`src/twma_pkg.sv`:
```
// Package for the time-window moving average: payload structs, widths,
// queue and divider handshake types, back-end state encoding.
// No dependencies.
`timescale 1ns / 1ps

package twma_pkg;

  // Ring size; a power of two so that slot arithmetic wraps by truncation.
  localparam int RING_DEPTH    = 64;
  localparam int IDX_W         = $clog2(RING_DEPTH);
  localparam int CNT_W         = $clog2(RING_DEPTH + 1);
  localparam int TIME_W        = 32;
  localparam int VALUE_W       = 16;
  localparam int WIN_W         = 16;
  localparam int SUM_W         = 23;
  localparam int MEAN_W        = 24;
  localparam int FRAC_W        = 8;
  localparam int DIVD_W        = SUM_W + FRAC_W;
  localparam int STEP_W        = $clog2(DIVD_W + 1);
  localparam logic [WIN_W-1:0] WINDOW_RESET = 16'd10;

  typedef struct packed {
    logic [TIME_W-1:0]         sample_time;
    logic signed [VALUE_W-1:0] sample_value;
  } in_item_t;

  typedef struct packed {
    logic signed [MEAN_W-1:0] window_mean;
    logic [CNT_W-1:0]         window_count;
  } out_item_t;

  // Queued beat: the reading plus its eviction limit.
  typedef struct packed {
    logic [TIME_W-1:0]         sample_time;
    logic signed [VALUE_W-1:0] sample_value;
    logic [TIME_W-1:0]         limit_time;
    logic                      evict_ok;
  } q_item_t;

  typedef struct packed {
    logic              start;
    logic              negate;
    logic [DIVD_W-1:0] dividend;
    logic [CNT_W-1:0]  divisor;
  } div_req_t;

  typedef struct packed {
    logic              done;
    logic [MEAN_W-1:0] quotient;
  } div_rsp_t;

  typedef enum logic [2:0] {
    ST_IDLE,
    ST_READ,
    ST_CHECK,
    ST_APPEND,
    ST_LAUNCH,
    ST_WAIT
  } back_state_t;

endpackage

```
`src/twma_front.sv`:
```
// Front end: window length register, eviction limit per beat, two-entry queue.
// Depends on twma_pkg.
`timescale 1ns / 1ps

module twma_front (
  input  logic                       clk,
  input  logic                       rst_n,
  input  logic                       cfg_valid,
  output logic                       cfg_ready,
  input  logic [twma_pkg::WIN_W-1:0] cfg_window_length,
  input  logic                       in_valid,
  output logic                       in_ready,
  input  twma_pkg::in_item_t         in_data,
  output logic                       q_valid,
  output twma_pkg::q_item_t          q_item,
  input  logic                       q_pop
);

  logic [twma_pkg::WIN_W-1:0] window_r;
  twma_pkg::q_item_t          fifo_r [2];
  logic                       wptr_r;
  logic                       rptr_r;
  logic [1:0]                 fill_r;
  twma_pkg::q_item_t          entry;
  logic                       push;

  assign cfg_ready = 1'b1;
  assign in_ready  = (fill_r != 2'd2);
  assign push      = in_valid && in_ready;
  assign q_valid   = (fill_r != 2'd0);
  assign q_item    = fifo_r[rptr_r];

  // A stored entry t expires when t + window <= now, i.e. now >= window and
  // t <= now - window.
  always_comb begin
    entry.sample_time  = in_data.sample_time;
    entry.sample_value = in_data.sample_value;
    entry.evict_ok     = (in_data.sample_time >= twma_pkg::TIME_W'(window_r));
    entry.limit_time   = in_data.sample_time - twma_pkg::TIME_W'(window_r);
  end

  always_ff @(posedge clk) begin
    if (!rst_n) begin
      window_r <= twma_pkg::WINDOW_RESET;
    end else if (cfg_valid && cfg_ready) begin
      window_r <= cfg_window_length;
    end
  end

  always_ff @(posedge clk) begin
    if (push) begin
      fifo_r[wptr_r] <= entry;
    end
  end

  always_ff @(posedge clk) begin
    if (!rst_n) begin
      wptr_r <= 1'b0;
      rptr_r <= 1'b0;
      fill_r <= 2'd0;
    end else begin
      if (push) begin
        wptr_r <= ~wptr_r;
      end
      if (q_pop) begin
        rptr_r <= ~rptr_r;
      end
      case ({push, q_pop})
        2'b10:   fill_r <= fill_r + 2'd1;
        2'b01:   fill_r <= fill_r - 2'd1;
        default: fill_r <= fill_r;
      endcase
    end
  end

endmodule

```
`src/twma_div.sv`:
```
// Restoring divider, one quotient bit per cycle, sign applied at the end.
// Depends on twma_pkg.
`timescale 1ns / 1ps

module twma_div (
  input  logic               clk,
  input  logic               rst_n,
  input  twma_pkg::div_req_t req,
  output twma_pkg::div_rsp_t rsp
);

  logic [twma_pkg::DIVD_W-1:0] quo_r;
  logic [twma_pkg::CNT_W-1:0]  rem_r;
  logic [twma_pkg::CNT_W-1:0]  den_r;
  logic                        neg_r;
  logic [twma_pkg::STEP_W-1:0] step_r;
  logic                        busy_r;
  logic                        done_r;
  logic [twma_pkg::CNT_W:0]    trial;
  logic                        fits;
  logic [twma_pkg::DIVD_W-1:0] signed_quo;

  assign trial      = {rem_r, quo_r[twma_pkg::DIVD_W-1]};
  assign fits       = (trial >= {1'b0, den_r});
  assign signed_quo = neg_r ? (~quo_r + 1'b1) : quo_r;
  assign rsp.done     = done_r;
  assign rsp.quotient = signed_quo[twma_pkg::MEAN_W-1:0];

  always_ff @(posedge clk) begin
    if (req.start) begin
      quo_r <= req.dividend;
      rem_r <= '0;
      den_r <= req.divisor;
      neg_r <= req.negate;
    end else if (busy_r) begin
      quo_r <= {quo_r[twma_pkg::DIVD_W-2:0], fits};
      rem_r <= fits ? twma_pkg::CNT_W'(trial - {1'b0, den_r})
                    : trial[twma_pkg::CNT_W-1:0];
    end
  end

  always_ff @(posedge clk) begin
    if (!rst_n) begin
      busy_r <= 1'b0;
      done_r <= 1'b0;
      step_r <= '0;
    end else if (req.start) begin
      busy_r <= 1'b1;
      done_r <= 1'b0;
      step_r <= twma_pkg::STEP_W'(twma_pkg::DIVD_W);
    end else if (busy_r) begin
      step_r <= step_r - 1'b1;
      if (step_r == twma_pkg::STEP_W'(1)) begin
        busy_r <= 1'b0;
        done_r <= 1'b1;
      end
    end
  end

endmodule

```
`src/twma_back.sv`:
```
// Back end: sample rings, eviction walk, running sum, mean and output register.
// Depends on twma_pkg and twma_div.
`timescale 1ns / 1ps

module twma_back (
  input  logic                clk,
  input  logic                rst_n,
  input  logic                q_valid,
  input  twma_pkg::q_item_t   q_item,
  output logic                q_pop,
  output logic                out_valid,
  input  logic                out_ready,
  output twma_pkg::out_item_t out_data
);

  logic [twma_pkg::TIME_W-1:0]         time_mem  [twma_pkg::RING_DEPTH];
  logic signed [twma_pkg::VALUE_W-1:0] value_mem [twma_pkg::RING_DEPTH];
  logic [twma_pkg::TIME_W-1:0]         rd_time_r;
  logic signed [twma_pkg::VALUE_W-1:0] rd_value_r;

  twma_pkg::back_state_t               state_r, state_nxt;
  logic [twma_pkg::IDX_W-1:0]          oldest_r, oldest_nxt;
  logic [twma_pkg::CNT_W-1:0]          count_r, count_nxt;
  logic signed [twma_pkg::SUM_W-1:0]   sum_r, sum_nxt;
  twma_pkg::q_item_t                   cur_r, cur_nxt;
  twma_pkg::out_item_t                 out_r, out_nxt;
  logic                                out_valid_r, out_valid_nxt;

  logic                                wr_en;
  logic [twma_pkg::IDX_W-1:0]          wr_slot;
  logic [twma_pkg::SUM_W-1:0]          sum_mag;
  twma_pkg::div_req_t                  div_req;
  twma_pkg::div_rsp_t                  div_rsp;

  assign q_pop     = (state_r == twma_pkg::ST_IDLE) && q_valid;
  assign out_valid = out_valid_r;
  assign out_data  = out_r;
  assign wr_slot   = oldest_r + count_r[twma_pkg::IDX_W-1:0];
  assign sum_mag   = sum_r[twma_pkg::SUM_W-1] ? (~sum_r + 1'b1) : sum_r;

  always_comb begin
    div_req.start    = (state_r == twma_pkg::ST_LAUNCH);
    div_req.negate   = sum_r[twma_pkg::SUM_W-1];
    div_req.dividend = {sum_mag, {twma_pkg::FRAC_W{1'b0}}};
    div_req.divisor  = count_r;
  end

  twma_div u_div (
    .clk (clk),
    .rst_n (rst_n),
    .req (div_req),
    .rsp (div_rsp)
  );

  // Ring ports: one write, one registered read always at the oldest slot.
  always_ff @(posedge clk) begin
    if (wr_en) begin
      time_mem[wr_slot]  <= cur_r.sample_time;
      value_mem[wr_slot] <= cur_r.sample_value;
    end
    rd_time_r  <= time_mem[oldest_r];
    rd_value_r <= value_mem[oldest_r];
  end

  always_comb begin
    state_nxt     = state_r;
    oldest_nxt    = oldest_r;
    count_nxt     = count_r;
    sum_nxt       = sum_r;
    cur_nxt       = cur_r;
    out_nxt       = out_r;
    out_valid_nxt = out_valid_r && !out_ready;
    wr_en         = 1'b0;
    case (state_r)
      twma_pkg::ST_IDLE: begin
        if (q_valid) begin
          cur_nxt   = q_item;
          state_nxt = twma_pkg::ST_READ;
        end
      end
      twma_pkg::ST_READ: begin
        // read data for the oldest slot lands at the end of this cycle
        state_nxt = (count_r == '0) ? twma_pkg::ST_APPEND : twma_pkg::ST_CHECK;
      end
      twma_pkg::ST_CHECK: begin
        if (cur_r.evict_ok && (rd_time_r <= cur_r.limit_time)) begin
          sum_nxt    = sum_r - twma_pkg::SUM_W'(rd_value_r);
          oldest_nxt = oldest_r + 1'b1;
          count_nxt  = count_r - 1'b1;
          state_nxt  = twma_pkg::ST_READ;
        end else begin
          if (count_r == twma_pkg::CNT_W'(twma_pkg::RING_DEPTH)) begin
            sum_nxt    = sum_r - twma_pkg::SUM_W'(rd_value_r);
            oldest_nxt = oldest_r + 1'b1;
            count_nxt  = count_r - 1'b1;
          end
          state_nxt = twma_pkg::ST_APPEND;
        end
      end
      twma_pkg::ST_APPEND: begin
        wr_en     = 1'b1;
        sum_nxt   = sum_r + twma_pkg::SUM_W'(cur_r.sample_value);
        count_nxt = count_r + 1'b1;
        state_nxt = twma_pkg::ST_LAUNCH;
      end
      twma_pkg::ST_LAUNCH: begin
        state_nxt = twma_pkg::ST_WAIT;
      end
      twma_pkg::ST_WAIT: begin
        if (div_rsp.done && (!out_valid_r || out_ready)) begin
          out_nxt.window_mean  = div_rsp.quotient;
          out_nxt.window_count = count_r;
          out_valid_nxt        = 1'b1;
          state_nxt            = twma_pkg::ST_IDLE;
        end
      end
      default: begin
        state_nxt = twma_pkg::ST_IDLE;
      end
    endcase
  end

  always_ff @(posedge clk) begin
    if (!rst_n) begin
      state_r <= twma_pkg::ST_IDLE;
    end else begin
      state_r <= state_nxt;
    end
  end

  always_ff @(posedge clk) begin
    if (!rst_n) begin
      oldest_r    <= '0;
      count_r     <= '0;
      sum_r       <= '0;
      out_valid_r <= 1'b0;
    end else begin
      oldest_r    <= oldest_nxt;
      count_r     <= count_nxt;
      sum_r       <= sum_nxt;
      out_valid_r <= out_valid_nxt;
    end
  end

  always_ff @(posedge clk) begin
    cur_r <= cur_nxt;
    out_r <= out_nxt;
  end

endmodule

```
`src/time_window_moving_average.sv`:
```
// Each beat taken from the queue is handled in turn: the eviction walk reads each
// candidate entry through the ring read port and checks it against the limit, the
// beat is appended, and the 31-step serial divider divides the sum by the count. The
// next beat is not taken until the result has been loaded into the output register.
// Reset (rst_n low, synchronous): window empty, running sum zero, window length
// 10, queue and output register empty. Ring contents are not cleared.
`timescale 1ns / 1ps

module time_window_moving_average (
  input  logic                       clk,
  input  logic                       rst_n,
  // configuration: window length in timestamp units
  input  logic                       cfg_valid,
  output logic                       cfg_ready,
  input  logic [twma_pkg::WIN_W-1:0] cfg_window_length,
  // reading beats
  input  logic                       in_valid,
  output logic                       in_ready,
  input  twma_pkg::in_item_t         in_data,
  // result beats: Q.8 mean and entry count
  output logic                       out_valid,
  input  logic                       out_ready,
  output twma_pkg::out_item_t        out_data
);

  logic              q_valid;
  logic              q_pop;
  twma_pkg::q_item_t q_item;

  // Front: hold the window length, work out each beat's eviction limit and
  // queue it so the input side can accept up to two beats while the back end walks.
  twma_front u_front (
    .clk               (clk),
    .rst_n             (rst_n),
    .cfg_valid         (cfg_valid),
    .cfg_ready         (cfg_ready),
    .cfg_window_length (cfg_window_length),
    .in_valid          (in_valid),
    .in_ready          (in_ready),
    .in_data           (in_data),
    .q_valid           (q_valid),
    .q_item            (q_item),
    .q_pop             (q_pop)
  );

  // Back: drop expired entries from the oldest, drop one more if the ring is
  // full, append, divide the sum by the count and hold the result beat until
  // it is taken.
  twma_back u_back (
    .clk       (clk),
    .rst_n     (rst_n),
    .q_valid   (q_valid),
    .q_item    (q_item),
    .q_pop     (q_pop),
    .out_valid (out_valid),
    .out_ready (out_ready),
    .out_data  (out_data)
  );

endmodule
```
`config.mk`:
```
export PLATFORM = sky130hd
export DESIGN_NAME = time_window_moving_average
export DESIGN_NICKNAME = d
export VERILOG_FILES = /design/src/twma_pkg.sv /design/src/twma_front.sv /design/src/twma_div.sv /design/src/twma_back.sv /design/src/time_window_moving_average.sv
export SDC_FILE = /design/constraint.sdc
export NUM_CORES = 2
export LEC_CHECK = 0
export BUFFER_PORTS_ARGS = -buffer_cell sky130_fd_sc_hd__buf_2
export CORE_MARGIN = 5
export CORE_UTILIZATION = 50
export DETAILED_ROUTE_END_ITERATION = 12
export GPL_ROUTABILITY_DRIVEN = 0
export MAX_ROUTING_LAYER = met4
export PLACE_DENSITY_LB_ADDON = 0.3
export SETUP_SLACK_MARGIN = 0.2
export SLEW_MARGIN = 20
export SYNTH_ARGS = -nofsm -noshare
export SYNTH_HDL_FRONTEND = slang
export SYNTH_SLANG_ARGS = --single-unit
export TNS_END_PERCENT = 50
```
`constraint.sdc`:
```
create_clock -name clk -period 7.4 [get_ports clk]
set_clock_uncertainty 0.1 [all_clocks]
set_input_delay 1.48 -clock clk [delete_from_list [all_inputs] [get_ports clk]]
set_output_delay 1.48 -clock clk [all_outputs]
set_load 0.02 [all_outputs]
```
==> reports/metrics.yaml <==
power_and_ir_drop:
  clock_power_share: 0.348
  p_comb_frac: 0.143
  p_leak_nw: 46.97
  p_seq_frac: 0.510
  power_density_nw_per_um2: 319.5
  vdd_ir_drop_max_mv: 0.2041
  swShare: 0.2499
  p_int_w: 0.03671
  p_sw_w: 0.01223
logic_synthesis:
  ys_warn_count: 0
  synth_cell_type_count: 66
  async_flop_share: 0
  seq_area_frac_synth: 0.7662
  syn-instance-count: 5977
  syn-cell-area_um2: 135800
  syn_avg_cell_area_um2: 22.71
  synth_edf_count: 3377
  synth_ff_type: "edfxtp_1"
  synth_fp_nets: 6152
  yosys_register_bits: 3507
die:
  io_pins: 103
  dieHeight_um: 531.1
  die_w_um: 531.1
  core-area_um2: 270500
  start_util: 0.5018
  die-area_um2: 282000
  rows: 191
timing:
  finalHoldViolCount: 0
  fin_crit_ns: 4.843
  finalSetupViolCount: 0
  worst_slack_ns: 2.557
  drv_slew: 0
  setup_tns_ns: 0
  max_slew.worst_pin.slew_ns: 1.145
  timing.fmax_ghz: 0.2065
  rsz0062_at_grt: "no"
  fin_crit_sh: 0.6544
  max_slew_margin: 0.2346
placement:
  pre_cts_slack_ns: 2.340
  placement.io_buffers: 101
  hpwlAfterDp_mm: 185.2
route:
  postRouteAntennaNets: 0
  avgRoutedWirePerCell_um: 32.76
  wl_mm: 334.0
  vias_per_cell: 6.367
  route.vias.total: 64900
  dr.pass1.iters: 6
  drt_iter0_drc: 8573
  post-route-drc-count: 0
critical_path:
  crit_buf_inv: 3
  startpoint_type: "register"
  arrival_ns: 5.46
  critPathTopFamily: "buffers and inverters"
  crit_type: "register to register"
  critPathCaptureType: "register"
  cp_max_fo: 100
  cpMaxStageDelayCell: "dfxtp_4"
  worstPathCellList: "buf_12, buf_12, buf_4, mux4_2, mux4_2, mux4_2"
  slowest_delay_ns: 0.93
  required_ns: 8.02
  crit_top_cell: "mux4_2"
cells_and_area:
  layout_commonest_cell: "edfxtp_1"
  most-common-layout-cells: "edfxtp_1, mux4_2, clkbuf_16, buf_4, dfxtp_1"
  areaGrowthSynthToFinish_pct: 12.86
  final_nets: 6525
  drive_gt1_frac: 0.2976
  n_fill_cell: 19420
clock_network:
  cts-resized-gates: 0
  cts.sinks: 3507
  cts_hold_buf: 0
  clk_pin_slew_ns: 0.06
  cts_tree: "yes"
  h-tree-depth: 5
  cts_buffers: 346
  clock-root-buffer: "clkbuf_16"
  cts.path.max_buffers: 4
  post-cts-setup-buffers: 0
  clk_latency_ns: 0.87
run_status:
  status: "finished, final reports clean"
global_route:
  grt_max_degree: 142
  grt_pass1_wl_mm: 478.4
  grt_pass1_vias: 65150
  antenna_found_initial: 12
  grt_overflow: 0
  track_usage: 0.2444
job:
  cap_violations: 0
min_path:
  hp-class: "register to register"
-- power groups by stage --
stage	Clock, W	Combinational, W	Sequential [W]
after floorplan	0	0.00371	0.0262
after global placement	0	0.00677	0.0253
after detailed placement	0	0.00703	0.0254
after CTS	0.0173	0.00706	0.0250
after global routing	0.0181	0.00757	0.0250
final	0.0170	0.00699	0.0249
-- kinds of logic after synthesis --
logic type / count (synthesis) / share of synthesized area
simple gates: 465 / 0.01593
flops: 3507 / 0.7662
buf+inv: 367 / 0.01022
compound gates: 273 / 0.01236
fa+ha+maj: 106 / 0.01005
xor+xnor: 124 / 0.008000
other cells: 1 / 0.00002762
mux: 1134 / 0.1773
-- synthesized netlist by cell type, drive strengths merged (6+ instances only) --
library cell / count / share of area
nor4: 7 / 0.00032
clkbuf: 203 / 0.0056
o41ai: 6 / 0.00039
nand2: 102 / 0.0028
mux4: 1008 / 0.17
or3: 18 / 0.00098
or4: 9 / 0.00053
nor2b: 16 / 0.00076
a211oi: 11 / 0.00061
xor2: 62 / 0.0040
buf: 74 / 0.0021
xnor2: 62 / 0.0040
nand3: 40 / 0.0015
o31ai: 18 / 0.0010
nand4: 17 / 0.00078
nor3: 43 / 0.0016
a21o: 21 / 0.0012
ha: 101 / 0.0093
edfxtp: 3377 / 0.75
mux2i: 45 / 0.0033
mux2: 81 / 0.0067
o21ai: 79 / 0.0029
nand2b: 16 / 0.00074
a21oi: 87 / 0.0032
inv: 90 / 0.0025
dfxtp: 130 / 0.019
nor2: 179 / 0.0049
o21a: 12 / 0.00066
-- state kept, by name, summed over array words and instances, names as in the netlist, 16 cells and up --
signal and cells:
u_back.time_mem 2048, u_back.sum_r 23, u_back.cur_r 81, u_back.rd_value_r 16, u_back.value_mem 1024, u_back.u_div.quo_r 31
u_front.fifo_r 162, u_back.rd_time_r 32, u_back.out_data 31, u_front.window_r 16
-- through the flow --
step / hold WS [ns] / total power [W] / cells / util / cell area, um^2
3_3_place_gp: 0.3391 / 0.03210 / 9565 / 0.5254 / 142100
3_5_place_dp: 0.3733 / 0.03240 / 9571 / 0.5260 / 142300
5_1_grt: 0.4262 / 0.05069 / 10190 / 0.5664 / 153200
2_1_floorplan: 0.3257 / 0.02991 / 5977 / - / 135800
6_report: 0.3896 / 0.04895 / 10190 / 0.5664 / 153200
4_1_cts: 0.3883 / 0.04927 / 10190 / 0.5663 / 153200
-- path summary, 6_finish.rpt --
check,startpoint,to,slack (ns),cells past startpoint
worst max-delay path,u_back.oldest_r[0],u_back.rd_value_r[5],2.56,6
worst min-delay path,u_front.window_r[3],u_front.window_r[3],0.39,2
worst max register to register,u_back.oldest_r[0],u_back.rd_value_r[5],2.56,6
worst min register to register,u_front.window_r[3],u_front.window_r[3],0.39,2
-- per-layer routing --
metal	up-vias	global-route usage	routed length (um)
met5	-	-	0
met4	0	0.07202	10600
met3	582	0.03960	31060
met2	3414	0.3779	161600
met1	34940	0.3422	130700
li1	25970	-	-
-- worst min-delay path, cell delays in order (launching register included) --
cell	delay, ns
dfxtp_1	0.30
inv_1	0.07
o211ai_1	0.07
-- area by class of cell --
type	count	area, um^2	area share
flip-flops and latches	3507	104000	0.6790
clock buffers	439	9296	0.06068
multi-input cells	2103	30870	0.2015
clock inverters	181	1604	0.01047
repair buffers	302	2597	0.01695
diodes	2	5.005	0.00003266
well taps	3570	4467	0.02915
inverters	90	337.8	0.002205
Note: power is estimated with default switching activity, not from simulation.
